--- config.mk ---
export PLATFORM = sky130hd
export DESIGN_NAME = keypad_passcode_lock_top_flat
export DESIGN_NICKNAME = d
export VERILOG_FILES = /design/src/rtl/core/kpl_pkg.sv /design/src/rtl/core/kpl_if.sv /design/src/rtl/core/kpl_ctrl.sv /design/src/rtl/core/kpl_out_buf.sv /design/src/rtl/core/keypad_passcode_lock_top.sv /design/src/flat_wrapper.sv
export SDC_FILE = /design/constraint.sdc
export NUM_CORES = 1
export LEC_CHECK = 0
export BUFFER_PORTS_ARGS = -buffer_cell sky130_fd_sc_hd__buf_2
export CORE_UTILIZATION = 30
export CTS_CLUSTER_SIZE = 24
export DETAILED_ROUTE_END_ITERATION = 10
export SLEW_MARGIN = 20
export SYNTH_ARGS = -nofsm -noshare
export SYNTH_HDL_FRONTEND = slang
export SYNTH_HIERARCHICAL = 1
export SYNTH_SLANG_ARGS = --single-unit
--- constraint.sdc ---
create_clock -name clk -period 9.68 [get_ports clk]
set_clock_uncertainty 0.2 [all_clocks]
set_input_delay 2.904 -clock clk [delete_from_list [all_inputs] [get_ports clk]]
set_output_delay 2.904 -clock clk [all_outputs]
set_load 0.005 [all_outputs]
--- src/rtl/core/kpl_pkg.sv ---
// ----------------------------------------------------------------------------
// kpl_pkg: shared types and codes for the keypad passcode lock.
// Holds key codes, mode codes, event codes and the result record.
// ----------------------------------------------------------------------------
package kpl_pkg;

    typedef logic [3:0]  key_t;
    typedef logic [2:0]  mode_t;
    typedef logic [2:0]  event_t;
    typedef logic [10:0] duty_t;
    typedef logic [0:0]  cfg_index_t;

    typedef struct packed {
        mode_t  mode;
        event_t event_res;
        logic   bolt_open;
        logic   led_level;
        duty_t  servo_duty;
    } result_t;

    localparam key_t KEY_DIGIT_MAX = 4'd9;
    localparam key_t KEY_A         = 4'd10;
    localparam key_t KEY_B         = 4'd11;
    localparam key_t KEY_C         = 4'd12;
    localparam key_t KEY_D         = 4'd13;

    localparam mode_t M_IDLE       = 3'd0;
    localparam mode_t M_OPEN_ENTRY = 3'd1;
    localparam mode_t M_UNLOCKED   = 3'd2;
    localparam mode_t M_VERIFY_OLD = 3'd3;
    localparam mode_t M_NEW_ENTRY  = 3'd4;
    localparam mode_t M_CONFIRM    = 3'd5;

    localparam event_t EV_NONE     = 3'd0;
    localparam event_t EV_DIGIT    = 3'd1;
    localparam event_t EV_GRANTED  = 3'd2;
    localparam event_t EV_WRONG    = 3'd3;
    localparam event_t EV_LOCKED   = 3'd4;
    localparam event_t EV_CHANGED  = 3'd5;
    localparam event_t EV_MISMATCH = 3'd6;
    localparam event_t EV_STARTED  = 3'd7;

    localparam cfg_index_t CFG_OPEN_DUTY   = 1'd0;
    localparam cfg_index_t CFG_CLOSED_DUTY = 1'd1;

    localparam duty_t OPEN_DUTY_RESET   = 11'd250;
    localparam duty_t CLOSED_DUTY_RESET = 11'd50;

    localparam int RESET_CODE = 1111;

endpackage

--- src/rtl/core/kpl_if.sv ---
// ----------------------------------------------------------------------------
// kpl_if: item channels of the keypad passcode lock.
// One channel carries key presses in, the other carries results out.
// ----------------------------------------------------------------------------
interface kpl_key_if;
    logic          valid;
    logic          ready;
    kpl_pkg::key_t key;

    modport source (output valid, output key, input ready);
    modport sink   (input valid, input key, output ready);
endinterface

interface kpl_res_if;
    logic              valid;
    logic              ready;
    kpl_pkg::mode_t    mode;
    kpl_pkg::event_t   event_res;
    logic              bolt_open;
    logic              led_level;
    kpl_pkg::duty_t    servo_duty;

    modport source (output valid, output mode, output event_res, output bolt_open,
                    output led_level, output servo_duty, input ready);
    modport sink   (input valid, input mode, input event_res, input bolt_open,
                    input led_level, input servo_duty, output ready);
endinterface

--- src/rtl/core/kpl_ctrl.sv ---
// ----------------------------------------------------------------------------
// kpl_ctrl: lock state machine and code accumulators.
// Updates the lock state for each accepted item and forms its result.
// ----------------------------------------------------------------------------
module kpl_ctrl #(
    parameter int CODE_WIDTH = 32
) (
    input  logic                clk,
    input  logic                rst_n,
    input  logic                accept,
    input  kpl_pkg::key_t       key,
    input  logic                cfg_wen,
    input  kpl_pkg::cfg_index_t cfg_index,
    input  kpl_pkg::duty_t      cfg_data,
    output kpl_pkg::result_t    res
);

    localparam logic [CODE_WIDTH-1:0] CODE_ONE   = CODE_WIDTH'(1);
    localparam logic [CODE_WIDTH-1:0] CODE_RESET = CODE_WIDTH'(kpl_pkg::RESET_CODE);

    kpl_pkg::mode_t        mode_reg, mode_next;
    logic [CODE_WIDTH-1:0] entry_reg, entry_next;
    logic [CODE_WIDTH-1:0] new_code_reg, new_code_next;
    logic [CODE_WIDTH-1:0] stored_reg, stored_next;
    logic                  bolt_reg, bolt_next;
    logic                  led_reg, led_next;
    kpl_pkg::duty_t        open_duty_reg, closed_duty_reg;
    kpl_pkg::event_t       ev;
    logic                  digit;
    logic [CODE_WIDTH-1:0] key_ext;
    logic [CODE_WIDTH-1:0] entry_push;
    logic [CODE_WIDTH-1:0] new_push;

    assign digit      = (key <= kpl_pkg::KEY_DIGIT_MAX);
    assign key_ext    = CODE_WIDTH'(key);
    assign entry_push = (entry_reg << 3) + (entry_reg << 1) + key_ext;
    assign new_push   = (new_code_reg << 3) + (new_code_reg << 1) + key_ext;

    always_comb
    begin
        mode_next     = mode_reg;
        entry_next    = entry_reg;
        new_code_next = new_code_reg;
        stored_next   = stored_reg;
        bolt_next     = bolt_reg;
        led_next      = led_reg;
        ev            = kpl_pkg::EV_NONE;
        unique case (mode_reg) inside
            kpl_pkg::M_OPEN_ENTRY, kpl_pkg::M_VERIFY_OLD:
            begin
                if (digit)
                begin
                    entry_next = entry_push;
                    ev         = kpl_pkg::EV_DIGIT;
                end
                else if (key == kpl_pkg::KEY_D)
                begin
                    entry_next = CODE_ONE;
                    ev         = kpl_pkg::EV_GRANTED;
                    if (entry_reg != stored_reg)
                    begin
                        mode_next = kpl_pkg::M_IDLE;
                        ev        = kpl_pkg::EV_WRONG;
                    end
                    else if (mode_reg == kpl_pkg::M_OPEN_ENTRY)
                    begin
                        bolt_next = 1'b1;
                        led_next  = 1'b0;
                        mode_next = kpl_pkg::M_UNLOCKED;
                    end
                    else
                    begin
                        new_code_next = CODE_ONE;
                        mode_next     = kpl_pkg::M_NEW_ENTRY;
                    end
                end
            end
            kpl_pkg::M_UNLOCKED:
            begin
                if (key == kpl_pkg::KEY_C)
                begin
                    bolt_next = 1'b0;
                    led_next  = 1'b1;
                    mode_next = kpl_pkg::M_IDLE;
                    ev        = kpl_pkg::EV_LOCKED;
                end
            end
            kpl_pkg::M_NEW_ENTRY:
            begin
                if (digit)
                begin
                    new_code_next = new_push;
                    ev            = kpl_pkg::EV_DIGIT;
                end
                else if (key == kpl_pkg::KEY_D)
                begin
                    entry_next = CODE_ONE;
                    mode_next  = kpl_pkg::M_CONFIRM;
                    ev         = kpl_pkg::EV_STARTED;
                end
            end
            kpl_pkg::M_CONFIRM:
            begin
                if (digit)
                begin
                    entry_next = entry_push;
                    ev         = kpl_pkg::EV_DIGIT;
                end
                else if (key == kpl_pkg::KEY_D)
                begin
                    if (entry_reg == new_code_reg)
                    begin
                        stored_next = new_code_reg;
                        ev          = kpl_pkg::EV_CHANGED;
                    end
                    else
                    begin
                        ev = kpl_pkg::EV_MISMATCH;
                    end
                    entry_next = CODE_ONE;
                    mode_next  = kpl_pkg::M_IDLE;
                end
            end
            default:
            begin
                mode_next = kpl_pkg::M_IDLE;
                if (key == kpl_pkg::KEY_A)
                begin
                    entry_next = CODE_ONE;
                    mode_next  = kpl_pkg::M_OPEN_ENTRY;
                    ev         = kpl_pkg::EV_STARTED;
                end
                else if (key == kpl_pkg::KEY_B)
                begin
                    entry_next = CODE_ONE;
                    mode_next  = kpl_pkg::M_VERIFY_OLD;
                    ev         = kpl_pkg::EV_STARTED;
                end
                else if (key == kpl_pkg::KEY_C)
                begin
                    bolt_next = 1'b0;
                    led_next  = 1'b1;
                    ev        = kpl_pkg::EV_LOCKED;
                end
            end
        endcase
    end

    always_comb
    begin
        res.mode       = mode_next;
        res.event_res  = ev;
        res.bolt_open  = bolt_next;
        res.led_level  = led_next;
        res.servo_duty = bolt_next ? open_duty_reg : closed_duty_reg;
    end

    always_ff @(posedge clk or negedge rst_n)
    begin
        if (!rst_n)
        begin
            mode_reg     <= kpl_pkg::M_IDLE;
            entry_reg    <= CODE_ONE;
            new_code_reg <= CODE_ONE;
            stored_reg   <= CODE_RESET;
            bolt_reg     <= 1'b0;
            led_reg      <= 1'b1;
        end
        else if (accept)
        begin
            mode_reg     <= mode_next;
            entry_reg    <= entry_next;
            new_code_reg <= new_code_next;
            stored_reg   <= stored_next;
            bolt_reg     <= bolt_next;
            led_reg      <= led_next;
        end
    end

    always_ff @(posedge clk or negedge rst_n)
    begin
        if (!rst_n)
        begin
            open_duty_reg   <= kpl_pkg::OPEN_DUTY_RESET;
            closed_duty_reg <= kpl_pkg::CLOSED_DUTY_RESET;
        end
        else if (cfg_wen)
        begin
            unique case (cfg_index)
                kpl_pkg::CFG_OPEN_DUTY:   open_duty_reg   <= cfg_data;
                kpl_pkg::CFG_CLOSED_DUTY: closed_duty_reg <= cfg_data;
                default: ;
            endcase
        end
    end

`ifndef SYNTH
    // The LED pin is always the inverse of the bolt.
    a_led_tracks_bolt: assert property (@(posedge clk) disable iff (!rst_n)
        led_reg == !bolt_reg)
        else $error("LED level does not mirror bolt state");

    // The bolt is open exactly while the lock sits in the unlocked mode.
    a_bolt_only_unlocked: assert property (@(posedge clk) disable iff (!rst_n)
        (mode_reg == kpl_pkg::M_UNLOCKED) == bolt_reg)
        else $error("bolt state disagrees with lock mode");

    // The stored code only changes on a confirmed code change.
    a_code_change: assert property (@(posedge clk) disable iff (!rst_n)
        (stored_reg != $past(stored_reg)) |->
            ($past(accept) && $past(ev) == kpl_pkg::EV_CHANGED))
        else $error("stored code changed without confirmation");
`endif

endmodule

--- src/rtl/core/kpl_out_buf.sv ---
// ----------------------------------------------------------------------------
// kpl_out_buf: result register with a skid stage.
// Holds finished results so that a new item is taken while the sink stalls.
// ----------------------------------------------------------------------------
module kpl_out_buf (
    input  logic             clk,
    input  logic             rst_n,
    input  logic             push_valid,
    output logic             push_ready,
    input  kpl_pkg::result_t push_data,
    kpl_res_if.source        result
);

    logic             out_valid_reg, out_valid_next;
    logic             skid_valid_reg, skid_valid_next;
    kpl_pkg::result_t out_data_reg, out_data_next;
    kpl_pkg::result_t skid_data_reg, skid_data_next;

    assign push_ready = !skid_valid_reg;

    always_comb
    begin
        out_valid_next  = out_valid_reg;
        out_data_next   = out_data_reg;
        skid_valid_next = skid_valid_reg;
        skid_data_next  = skid_data_reg;
        if (!out_valid_reg || result.ready)
        begin
            if (skid_valid_reg)
            begin
                out_valid_next  = 1'b1;
                out_data_next   = skid_data_reg;
                skid_valid_next = 1'b0;
            end
            else
            begin
                out_valid_next = push_valid;
                out_data_next  = push_data;
            end
        end
        else if (push_valid && push_ready)
        begin
            skid_valid_next = 1'b1;
            skid_data_next  = push_data;
        end
    end

    always_ff @(posedge clk or negedge rst_n)
    begin
        if (!rst_n)
        begin
            out_valid_reg  <= 1'b0;
            skid_valid_reg <= 1'b0;
        end
        else
        begin
            out_valid_reg  <= out_valid_next;
            skid_valid_reg <= skid_valid_next;
        end
    end

    always_ff @(posedge clk)
    begin
        out_data_reg  <= out_data_next;
        skid_data_reg <= skid_data_next;
    end

    assign result.valid      = out_valid_reg;
    assign result.mode       = out_data_reg.mode;
    assign result.event_res  = out_data_reg.event_res;
    assign result.bolt_open  = out_data_reg.bolt_open;
    assign result.led_level  = out_data_reg.led_level;
    assign result.servo_duty = out_data_reg.servo_duty;

`ifndef SYNTH
    // The skid stage only fills behind a held output register.
    a_skid_behind_out: assert property (@(posedge clk) disable iff (!rst_n)
        skid_valid_reg |-> out_valid_reg)
        else $error("skid stage holds an item while the output is empty");

    // The skid stage fills only when the output was stalled.
    a_skid_fill: assert property (@(posedge clk) disable iff (!rst_n)
        $rose(skid_valid_reg) |-> $past(out_valid_reg && !result.ready))
        else $error("skid stage filled without an output stall");
`endif

endmodule

--- src/rtl/core/keypad_passcode_lock_top.sv ---
// ----------------------------------------------------------------------------
// keypad_passcode_lock_top: keypad passcode lock controller.
// The result of an item is registered in the output buffer, or in its skid stage while the sink stalls.
// Throughput: one item per cycle while the result buffer has room; the lock state updates in the accept cycle.
// A two-entry result buffer lets one item in while the sink stalls.
// Reset clears to idle, closed bolt, stored code 1111 and default duties.
// ----------------------------------------------------------------------------
module keypad_passcode_lock_top #(
    parameter int CODE_WIDTH = 32
) (
    input  logic                clk,
    input  logic                rst_n,
    input  logic                cfg_wen,
    input  kpl_pkg::cfg_index_t cfg_index,
    input  kpl_pkg::duty_t      cfg_data,
    kpl_key_if.sink             press,
    kpl_res_if.source           result
);

    logic             accept;
    logic             push_ready;
    kpl_pkg::result_t step_res;

    assign press.ready = push_ready;
    assign accept      = press.valid && push_ready;

    kpl_ctrl #(
        .CODE_WIDTH (CODE_WIDTH)
    ) u_ctrl (
        .clk       (clk),
        .rst_n     (rst_n),
        .accept    (accept),
        .key       (press.key),
        .cfg_wen   (cfg_wen),
        .cfg_index (cfg_index),
        .cfg_data  (cfg_data),
        .res       (step_res)
    );

    kpl_out_buf u_out_buf (
        .clk        (clk),
        .rst_n      (rst_n),
        .push_valid (press.valid),
        .push_ready (push_ready),
        .push_data  (step_res),
        .result     (result)
    );

endmodule
--- src/flat_wrapper.sv ---
// flat-port wrapper written by rule: the top's interface ports become plain ports
module keypad_passcode_lock_top_flat 
#(
    parameter int CODE_WIDTH = 32
)
  (clk, rst_n, cfg_wen, cfg_index, cfg_data, press_valid, press_key, press_ready, result_valid, result_mode, result_event_res, result_bolt_open, result_led_level, result_servo_duty, result_ready);
  kpl_key_if press_i ();
  kpl_res_if result_i ();
  input  logic clk;
  input  logic rst_n;
  input  logic cfg_wen;
  input  kpl_pkg::cfg_index_t cfg_index;
  input  kpl_pkg::duty_t cfg_data;
  input wire logic [$bits(press_i.valid)-1:0] press_valid;
  input wire logic [$bits(press_i.key)-1:0] press_key;
  output wire logic [$bits(press_i.ready)-1:0] press_ready;
  output wire logic [$bits(result_i.valid)-1:0] result_valid;
  output wire logic [$bits(result_i.mode)-1:0] result_mode;
  output wire logic [$bits(result_i.event_res)-1:0] result_event_res;
  output wire logic [$bits(result_i.bolt_open)-1:0] result_bolt_open;
  output wire logic [$bits(result_i.led_level)-1:0] result_led_level;
  output wire logic [$bits(result_i.servo_duty)-1:0] result_servo_duty;
  input wire logic [$bits(result_i.ready)-1:0] result_ready;
  assign press_i.valid = press_valid;
  assign press_i.key = press_key;
  assign press_ready = press_i.ready;
  assign result_valid = result_i.valid;
  assign result_mode = result_i.mode;
  assign result_event_res = result_i.event_res;
  assign result_bolt_open = result_i.bolt_open;
  assign result_led_level = result_i.led_level;
  assign result_servo_duty = result_i.servo_duty;
  assign result_i.ready = result_ready;
  keypad_passcode_lock_top #(.CODE_WIDTH(CODE_WIDTH)) u_core (.clk(clk), .rst_n(rst_n), .cfg_wen(cfg_wen), .cfg_index(cfg_index), .cfg_data(cfg_data), .press(press_i), .result(result_i));
endmodule
==> key figures, run 1 <==
Die
  – DIE AREA: 36900 sq um
  – Ports: 42
  – Initial core utilization: 0.305
  – Die W: 192 um
  – Rows: 69
  – Die height: 192 um
  – Core ar.: 35600 sq um

Min path
  – Worst hold path type: flop to flop

Global routing
  – Overflow after GRT: 0
  – First-pass GRT wire length: 39700 um
  – Vias in the first global route: 7523
  – Largest net degree at the start of global routing: 68
  – Initial antenna violation count: 0
  – Gr usage total: 0.136

STA
  – Final worst-path setup slack: 3.79 ns
  – Fmax: 170 MHz
  – RSZ-0062 raised after global routing: no
  – Min cycle time layout: 5.89 ns
  – Final Max Tran Viols: 0
  – Slew @ Worst Pin: 1.01 ns
  – Fin. Hold Viols: 0
  – Setup_tns: 0 ns
  – Worst rel slew slack: 0.329
  – Fin crit share: 0.608
  – Final setup violation count: 0

Synth
  – Netlist cell types: 72
  – Area contributors post-synth: dfrtp_1 25%, ha_1 13%, edfxtp_1 11%
  – Most used DFF post-synth: dfrtp_1
  – Post-Synthesis Cell Area: 10900 sq um
  – Number of enable flip-flop cells after synthesis: 38
  – Post-synthesis async set-or-reset flop share: 0.767
  – FF+latch count, synth: 163
  – Mapped Cells: 1023
  – Top cells by count, synth: 116 x ha_1, 107 x dfrtp_1, 96 x nand2_1
  – Synthesized Nets: 1164
  – Share of the synthesized area in the top cell type: 0.247
  – Top-count cell post-synth: ha_1
  – Yosys warnings: 6
  – Area leader, netlist: dfrtp_1
  – Syn avg cell area: 10.6 sq um
  – Seq/Total Area, Yosys: 0.396

Layout
  – Share of cells above drive strength 1: 0.195
  – Diodes inserted: 0
  – Fin nets: 1191
  – Share of the core filled with cells: 0.341
  – Filler instances: 3588
  – Post-route cell area: 12100 sq um
  – Area Overhead vs Synth: 11.7%
  – Count of non-filler cells in the finished layout: 1524

Power
  – Worst VDD drop: 0.150 mV
  – Power Dens Cells: 212 nW/um^2
  – Pleak: 5.82 nW

Place
  – Placed inst area: 11500 sq um
  – I/O Buffers: 41
  – Detailed placement HPWL: 17900 um
  – Placer Congestion: 0.802
  – Post-place setup slack: 3.37 ns
  – Post-Place Cells: 1492

Setup path
  – CP Max Fanout: 4
  – Reg-to-reg endpoint: u_core/u_out_buf/result.servo_duty[5]
  – Worst Setup SP: press_key[3]
  – Critical Path Start Type: input port
  – CP Class: input port to flop
  – Worst Path Required: 9.76 ns
  – Worst setup EP type: flop
  – Worst R2R Start: u_core/u_ctrl/entry_reg[0]
  – R2r setup slk: 5.83 ns
  – Worst Path Arrival: 5.97 ns
  – Critical Path Sink: u_core/u_ctrl/new_code_reg[30]
  – Path depth of the worst reg2reg path: 9

CTS
  – Setup bufs post-CTS: 0
  – Max clock buf depth: 2
  – Worst-Skew Late Latency: 0.42 ns
  – Clock slew at reported path FFs: 0.07 ns
  – Max H-tree Level: 4
  – Post-CTS Resized: 0
  – CTS buffer count: 17
  – CTS tree: yes
  – CTS Root Cell: clkbuf_16
  – Clk sink count: 163
  – Cts hold-fix bufs: 0

Drt
  – Top Layer Used: met4
  – Residual DRC: 0
  – Routed met2 length: 11300 um
  – Starting DRT DRC Count: 427
  – Post-DR vias/cell: 5.06
  – Remaining antenna violation count: 0
  – DR vias: 7706
  – Per-cell routed wire length: 16.0 um
  – DR WL met3: 940 um
  – Post-Route WL: 24300 um
  – Drt pass-1 iters: 5
  – Met1 WL: 11900 um

Flow run
  – Reported max-cap violation count: 0

Status
  – Outcome: finished clean
[power by group]
part	switching (mW)	total (mW)	internal, mW	leakage (nW)
Clock	0.302	0.690	0.388	0.292
Combinational	0.504	0.918	0.414	3.54
Sequential	0.150	0.965	0.816	1.99
[worst min-delay path by stage]
stage | from | end | slack [ns] | cells after the start
after floorplan | u_core/u_ctrl/open_duty_reg[10] | u_core/u_ctrl/open_duty_reg[10] | 0.27 | 1
after CTS | u_core/u_ctrl/closed_duty_reg[9] | u_core/u_ctrl/closed_duty_reg[9] | 0.31 | 1
final | u_core/u_ctrl/closed_duty_reg[9] | u_core/u_ctrl/closed_duty_reg[9] | 0.30 | 1
after global placement | u_core/u_ctrl/closed_duty_reg[7] | u_core/u_ctrl/closed_duty_reg[7] | 0.28 | 1
after detailed placement | u_core/u_ctrl/closed_duty_reg[9] | u_core/u_ctrl/closed_duty_reg[9] | 0.29 | 1
after global routing | u_core/u_ctrl/closed_duty_reg[9] | u_core/u_ctrl/closed_duty_reg[9] | 0.33 | 1
[cells in the final DEF (no fill, tap or decap), types with 4 or more instances in the layout]
cell type / instances
ha_1: 116
dfrtp_1: 107
nand2_1: 96
xor2_1: 91
mux2_2: 88
o21ai_0: 72
a21oi_1: 47
buf_2: 40
nor2_1: 38
edfxtp_1: 38
xnor2_1: 28
inv_1: 25
a21o_1: 25
dfstp_2: 18
clkbuf_16: 17
nor4_1: 16
nand4_1: 12
o21ai_1: 12
a31oi_1: 11
nand3_1: 10
a22o_1: 9
nand2b_1: 9
nor2b_1: 8
o211ai_1: 8
buf_4: 7
inv_6: 6
a211oi_1: 6
nor3_1: 6
and3_1: 6
o21a_1: 6
o21bai_1: 6
and2_1: 5
o31ai_1: 5
a21oi_2: 5
fa_1: 4
[metal layers]
metal / global-route usage / up-vias
met2: 0.220 / 149
li1: - / 3782
met3: 0.0239 / 14
met5: 0 / -
met4: 0.0321 / 0
met1: 0.187 / 3761
[cell families (layout without fill, tap and decap cells)]
| logic type | after synthesis | count (layout) | share of synthesized area |
|---|---|---|---|
| buffers and inverters | 64 | 104 | 0.0258 |
| adders and majority gates | 120 | 120 | 0.141 |
| muxes | 91 | 91 | 0.0941 |
| xor gates and xnor gates | 119 | 119 | 0.0961 |
| AOI/OAI and AO/OA | 241 | 241 | 0.147 |
| DFF | 163 | 163 | 0.396 |
| and+or+nand+nor | 225 | 225 | 0.101 |
[area by class of cell]
class / count / area, sq um / share of cell area
clock buffers: 17 / 425 / 0.0351
clock inverters: 15 / 170 / 0.0140
inverters: 25 / 93.8 / 0.00774
multi-input cells: 796 / 6310 / 0.520
flip-flops and latches: 163 / 4290 / 0.354
well taps: 461 / 577 / 0.0476
repair buffers: 47 / 253 / 0.0209
[metrics by stage]
stage                     total power [mW]  hold slack [ns]
after floorplan                       1.64            0.275
after global placement                1.87            0.284
after detailed placement              1.89            0.291
after CTS                             2.60            0.307
after global routing                  2.76            0.332
final                                 2.57            0.303
[critical path: stages]
cell and delay (ns):
buf_2 0.13, fa_1 0.56, inv_1 0.07, fa_1 0.43, nand2b_1 0.19, a21o_1 0.21, a31oi_4 0.22, a41o_2 0.26
a31oi_4 0.12, o31ai_2 0.38, a31oi_1 0.19, o2111ai_2 0.21, o211ai_2 0.10
No activity file was read; power rests on OpenSTA's default activity.
==> run 2, diff against run 1 <==
- clock period: 9.68 -> 5.2 ns (I/O delays scaled with it)
==> run 2 against run 1 <==
Against the previous run: non-clock buffer count rose by 4; worst setup slack got worse by 3.1 ns; combinational power rose by 86%; hold slack improved by 0.0011 ns; via count rose by 0.26%; sequential share of layout area fell by 0.11 points; register-to-register slack got worse by 4.3 ns; flip-flop and latch count did not move; clock-buffer cell count rose by 1; final cell count rose by 0.26%; total power rose by 86%; largest power group unchanged.
==> key figures, run 2 (same netlist as run 1, synthesis figures left out) <==
Status
  – Outcome: finished clean

Die
  – Rows: 69 (unchanged)
  – DIE AREA: 36900 sq um (unchanged)
  – Die W: 192 um (unchanged)
  – Initial core utilization: 0.305 (unchanged)
  – Die height: 192 um (unchanged)
  – Ports: 42 (unchanged)
  – Core ar.: 35600 sq um (unchanged)

Global routing
  – Vias in the first global route: 7669 (+1.9%)
  – Initial antenna violation count: 0 (unchanged)
  – First-pass GRT wire length: 40400 um (+1.9%)
  – Overflow after GRT: 0 (unchanged)
  – Gr usage total: 0.138 (+0.00161)
  – Largest net degree at the start of global routing: 70 (+2.9%)

Layout
  – Sequential Area: 4290 sq um (unchanged)
  – Most frequent cells in the layout: 116 x ha_1, 107 x dfrtp_1, 96 x nand2_1
  – Filler instances: 3556 (-0.89%)
  – Diodes inserted: 0 (unchanged)
  – Most common cell after layout, fill and taps aside: ha_1
  – Share of cells above drive strength 1: 0.199 (+0.00396)
  – Area Overhead vs Synth: 12.0%
  – Multi-input logic area: 6310 sq um (unchanged)
  – Fin nets: 1195 (+0.34%)
  – Share of the core filled with cells: 0.342 (+0.00109)

STA
  – Fin crit share: 0.861
  – RSZ-0062 raised after global routing: no
  – Slew @ Worst Pin: 0.985 ns (-0.0218 ns)
  – Min cycle time layout: 4.48 ns
  – Final worst-path setup slack: 0.725 ns (-3.07 ns)
  – Fmax: 223 MHz
  – Hold slack: 0.304 ns (+0.00115 ns)
  – Final setup violation count: 0 (unchanged)
  – Fin. Hold Viols: 0 (unchanged)
  – Worst rel slew slack: 0.343 (+0.0146)
  – Setup_tns: 0 ns (unchanged)
  – Final Max Tran Viols: 0 (unchanged)

CTS
  – CTS buffer count: 17 (unchanged)
  – CTS tree: yes
  – Setup bufs post-CTS: 0 (unchanged)
  – Cts hold-fix bufs: 0 (unchanged)
  – Clk sink count: 163 (unchanged)
  – Max clock buf depth: 2 (unchanged)
  – Post-CTS Resized: 0 (unchanged)
  – Worst-Skew Late Latency: 0.43 ns (about the same)
  – CTS Root Cell: clkbuf_16
  – Clock slew at reported path FFs: 0.08 ns (about the same)
  – Max H-tree Level: 4 (unchanged)

Setup path
  – Slowest CP cell: fa_1
  – Worst Path Arrival: 4.57 ns (-1.40 ns)
  – Worst setup EP type: flop
  – Cell chain of the critical path: buf_2, fa_1, inv_1, fa_1, nand2b_1, a21o_1, a31oi_4, a41o_2, a31oi_4, o31ai_2, a31oi_1, o2111ai_2, o211ai_2
  – CP Class: input port to flop
  – Worst Path Required: 5.29 ns (-4.47 ns)
  – Critical Path Start Type: input port
  – CP Max Fanout: 4 (unchanged)
  – Slowest stage delay, CP: 0.56 ns (about the same)

Place
  – Detailed placement HPWL: 17900 um (about the same)
  – I/O Buffers: 41 (unchanged)
  – Placer Congestion: 0.831 (+3.6%)
  – Post-place setup slack: 0.258 ns (-3.11 ns)

Power
  – Switching Fraction: 0.382 (+0.0105)
  – Pleak: 5.85 nW (+0.45%)
  – Clock power frac: 0.267 (about the same)
  – Sw Pwr: 1.83 mW (+91%)
  – Worst VDD drop: 0.275 mV (+83%)
  – Reg power frac: 0.375 (about the same)
  – Gate power share: 0.358 (about the same)
  – Internal power: 2.95 mW (+82%)
  – Power Dens Cells: 393 nW/um^2 (+85%)

Drt
  – Residual DRC: 0 (unchanged)
  – Drt pass-1 iters: 5 (unchanged)
  – Post-Route WL: 24400 um (+0.43%)
  – Remaining antenna violation count: 0 (unchanged)
  – Per-cell routed wire length: 16.0 um (+0.16%)
  – Post-DR vias/cell: 5.06 (about the same)
  – DR vias: 7726 (+0.26%)
  – Starting DRT DRC Count: 375 (-12%)

Min path
  – Worst hold path type: flop to flop

Flow run
  – Reported max-cap violation count: 0 (unchanged)
run 2: cell types whose count changed in the layout (fill, tap and decap cells not counted), sizes merged:
cell / previous run / this run
bufinv: 2 / 0
clkbuf: 17 / 18
inv: 32 / 35
clkinv: 5 / 4
buf: 47 / 51
clkinvlp: 1 / 0
run 2: worst paths after layout:
check | end | startpoint | cells after the start | slack (ns)
hold / removal | u_core/u_ctrl/closed_duty_reg[9] | u_core/u_ctrl/closed_duty_reg[9] | 1 | 0.30
min in group asynchronous | u_core/u_ctrl/new_code_reg[23] | rst_n | 1 | 1.03
hold reg to reg | u_core/u_ctrl/closed_duty_reg[9] | u_core/u_ctrl/closed_duty_reg[9] | 1 | 0.30
max in group asynchronous | u_core/u_ctrl/open_duty_reg[7] | rst_n | 2 | 2.82
setup reg to reg | u_core/u_ctrl/new_code_reg[30] | u_core/u_ctrl/new_code_reg[2] | 12 | 1.55
setup / recovery | u_core/u_ctrl/new_code_reg[30] | press_key[3] | 13 | 0.72
run 2: final cells by class:
class,instances,area share
Clock buffer,18,0.0361
Sequential cell,163,0.353
Tap cell,461,0.0475
Inverter,25,0.00772
Timing Repair Buffer,51,0.0243
Multi-Input combinational cell,796,0.519
Clock inverter,14,0.0126
run 2: layer usage:
| layer | GRT usage | part of all wire | wire [um] | vias to the layer above |
|---|---|---|---|---|
| met4 | 0.0291 | 0.0075 | 184 | 0 |
| met5 | 0 | 0 | 0 | - |
| met3 | 0.0225 | 0.035 | 867 | 15 |
| met2 | 0.225 | 0.47 | 11600 | 131 |
| li1 | - | - | - | 3786 |
| met1 | 0.190 | 0.48 | 11800 | 3794 |
run 2: critical path: cells and delay by family:
kind | cells | cell delay, ns
AOI/OAI and AO/OA | 8 | 1.61
adders and majority gates | 2 | 0.99
buffers and inverters | 2 | 0.20
and+or+nand+nor | 1 | 0.19
run 2: stage by stage:
step	total power, mW	instance area, sq um	std cells
2_1_floorplan	3.05	10900	1023
3_3_place_gp	3.49	11600	1496
3_5_place_dp	3.51	11600	1496
4_1_cts	4.83	12200	1528
5_1_grt	5.12	12200	1528
6_report	4.78	12200	1528
run 2: power by group through the flow:
| stage | Clock [mW] | Sequential (mW) | Combinational [mW] |
|---|---|---|---|
| final | 1.28 | 1.79 | 1.71 |
| after global routing | 1.37 | 1.82 | 1.93 |
| after CTS | 1.32 | 1.80 | 1.71 |
| after detailed placement | 0 | 1.82 | 1.69 |
| after global placement | 0 | 1.82 | 1.67 |
| after floorplan | 0 | 1.70 | 1.35 |
==> run 3, diff against run 2 <==
- CTS_BUF_LIST: unset -> sky130_fd_sc_hd__clkbuf_8
==> run 3 against run 2 <==
Against the previous run: maximum frequency is 0.72% higher; non-clock buffer count stayed put; critical path type unchanged; total power down 7.0%; highest routed layer unchanged; hold slack better by 0.0061 ns.
==> key figures, run 3 (same netlist as run 1, synthesis figures left out) <==
Die
  – DIE AREA: 36900 sq um (unchanged)
  – Ports: 42 (unchanged)
  – Initial core utilization: 0.305 (unchanged)
  – Core ar.: 35600 sq um (unchanged)
  – Rows: 69 (unchanged)
  – Die height: 192 um (unchanged)
  – Die W: 192 um (unchanged)

Layout
  – Area Overhead vs Synth: 10.3%
  – Post-route cell area: 12000 sq um (-1.6%)
  – Filler instances: 3574 (+0.51%)
  – Diodes inserted: 0 (unchanged)
  – Most frequent cells in the layout: 116 x ha_1, 107 x dfrtp_1, 96 x nand2_1
  – Fin nets: 1195 (unchanged)
  – Share of cells above drive strength 1: 0.199 (unchanged)
  – Most common cell after layout, fill and taps aside: ha_1

Drt
  – Per-cell routed wire length: 15.9 um (-0.39%)
  – DR vias: 7721 (-0.065%)
  – Residual DRC: 0 (unchanged)
  – Remaining antenna violation count: 0 (unchanged)
  – Post-Route WL: 24300 um (-0.39%)
  – Post-DR vias/cell: 5.05 (about the same)
  – Drt pass-1 iters: 5 (unchanged)
  – Starting DRT DRC Count: 382 (+1.9%)

Place
  – Placer Congestion: 0.831 (unchanged)
  – I/O Buffers: 41 (unchanged)
  – Detailed placement HPWL: 17900 um (unchanged)
  – Post-place setup slack: 0.258 ns (unchanged)
  – Placed inst area: 11600 sq um (unchanged)

Power
  – Worst VDD drop: 0.218 mV (-21%)
  – Power Dens Cells: 371 nW/um^2 (-5.5%)
  – Pleak: 5.76 nW (-1.5%)

CTS
  – Worst-Skew Late Latency: 0.46 ns (+0.03 ns)
  – Max clock buf depth: 2 (unchanged)
  – CTS Root Cell: clkbuf_8
  – Cts hold-fix bufs: 0 (unchanged)
  – Max H-tree Level: 4 (unchanged)
  – Clk sink count: 163 (unchanged)
  – Post-CTS Resized: 0 (unchanged)
  – CTS buffer count: 17 (unchanged)
  – Clock slew at reported path FFs: 0.12 ns (+0.04 ns)
  – CTS tree: yes
  – Setup bufs post-CTS: 0 (unchanged)

STA
  – Final setup violation count: 0 (unchanged)
  – Setup_tns: 0 ns (unchanged)
  – Fmax: 225 MHz (+0.72%)
  – Min cycle time layout: 4.44 ns (-0.0321 ns)
  – Final worst-path setup slack: 0.757 ns (+0.0321 ns)
  – Fin. Hold Viols: 0 (unchanged)
  – Fin crit share: 0.854 (-0.00617)
  – RSZ-0062 raised after global routing: no
  – Worst rel slew slack: 0.344 (+0.00116)
  – Slew @ Worst Pin: 0.984 ns (-0.00174 ns)
  – Final Max Tran Viols: 0 (unchanged)

Status
  – Outcome: finished clean

Global routing
  – First-pass GRT wire length: 40300 um (-0.39%)
  – Overflow after GRT: 0 (unchanged)
  – Initial antenna violation count: 0 (unchanged)
  – Vias in the first global route: 7657 (-0.16%)
  – Largest net degree at the start of global routing: 70 (unchanged)
  – Gr usage total: 0.137 (-0.000745)

Flow run
  – Reported max-cap violation count: 0 (unchanged)

Setup path
  – CP Class: input port to flop
  – Worst setup EP type: flop
  – Worst Path Required: 5.32 ns (+0.03 ns)
  – Critical Path Start Type: input port
  – CP Max Fanout: 4 (unchanged)
  – Worst Path Arrival: 4.57 ns (about the same)

Min path
  – Worst hold path type: flop to flop
-- run 3: power breakdown --
group	internal (mW)	total, mW	switching, mW
clock network	0.381	0.952	0.571
logic	0.771	1.70	0.931
registers	1.52	1.79	0.273
total	2.67	4.44	1.78
-- run 3: area by class of cell --
class / instances / area (sq um) / area share
Clock buffer: 18 / 248 / 0.0207
Clock inverter: 14 / 153 / 0.0128
Inverter: 25 / 93.8 / 0.00784
Multi-Input combinational cell: 796 / 6310 / 0.527
Sequential cell: 163 / 4290 / 0.359
Tap cell: 461 / 577 / 0.0482
Timing Repair Buffer: 51 / 295 / 0.0247
-- run 3: worst max-delay path: stages --
cell and delay (ns):
buf_2 0.13, fa_1 0.56, inv_1 0.07, fa_1 0.43, nand2b_1 0.19, a21o_1 0.20
a31oi_4 0.21, a41o_2 0.26, a31oi_4 0.12, o31ai_2 0.34, a31oi_1 0.18, o2111ai_2 0.20
o211ai_2 0.10
-- run 3: path summary, 6_finish.rpt --
path                                                  start  slack, ns                          endpoint  cells past startpoint
max                                            press_key[3]       0.76    u_core/u_ctrl/new_code_reg[30]                     13
min                        u_core/u_ctrl/closed_duty_reg[9]       0.31  u_core/u_ctrl/closed_duty_reg[9]                      1
max reg2reg                   u_core/u_ctrl/new_code_reg[2]       1.56    u_core/u_ctrl/new_code_reg[30]                     12
min reg2reg                u_core/u_ctrl/closed_duty_reg[9]       0.31  u_core/u_ctrl/closed_duty_reg[9]                      1
max in group asynchronous                             rst_n       2.86    u_core/u_ctrl/open_duty_reg[7]                      2
min in group asynchronous                             rst_n       1.00    u_core/u_ctrl/new_code_reg[23]                      1
-- run 3: through the flow --
| step | std cells | total power, mW | hold slack [ns] | util |
|---|---|---|---|---|
| after CTS | 1528 | 4.50 | 0.316 | 0.336 |
| after global routing | 1528 | 4.79 | 0.333 | 0.336 |
| after floorplan | 1023 | 3.05 | 0.275 | - |
| final | 1528 | 4.44 | 0.310 | 0.336 |
| after detailed placement | 1496 | 3.51 | 0.291 | 0.325 |
| after global placement | 1496 | 3.49 | 0.284 | 0.325 |
-- run 3: metal layers --
| layer | track usage | part of all wire | routed length, um | vias to the layer above |
|---|---|---|---|---|
| li1 | - | - | - | 3788 |
| met1 | 0.189 | 0.49 | 11900 | 3803 |
| met2 | 0.226 | 0.47 | 11500 | 118 |
| met3 | 0.0203 | 0.033 | 802 | 12 |
| met4 | 0.0282 | 0.0057 | 138 | 0 |
| met5 | 0 | 0 | 0 | - |
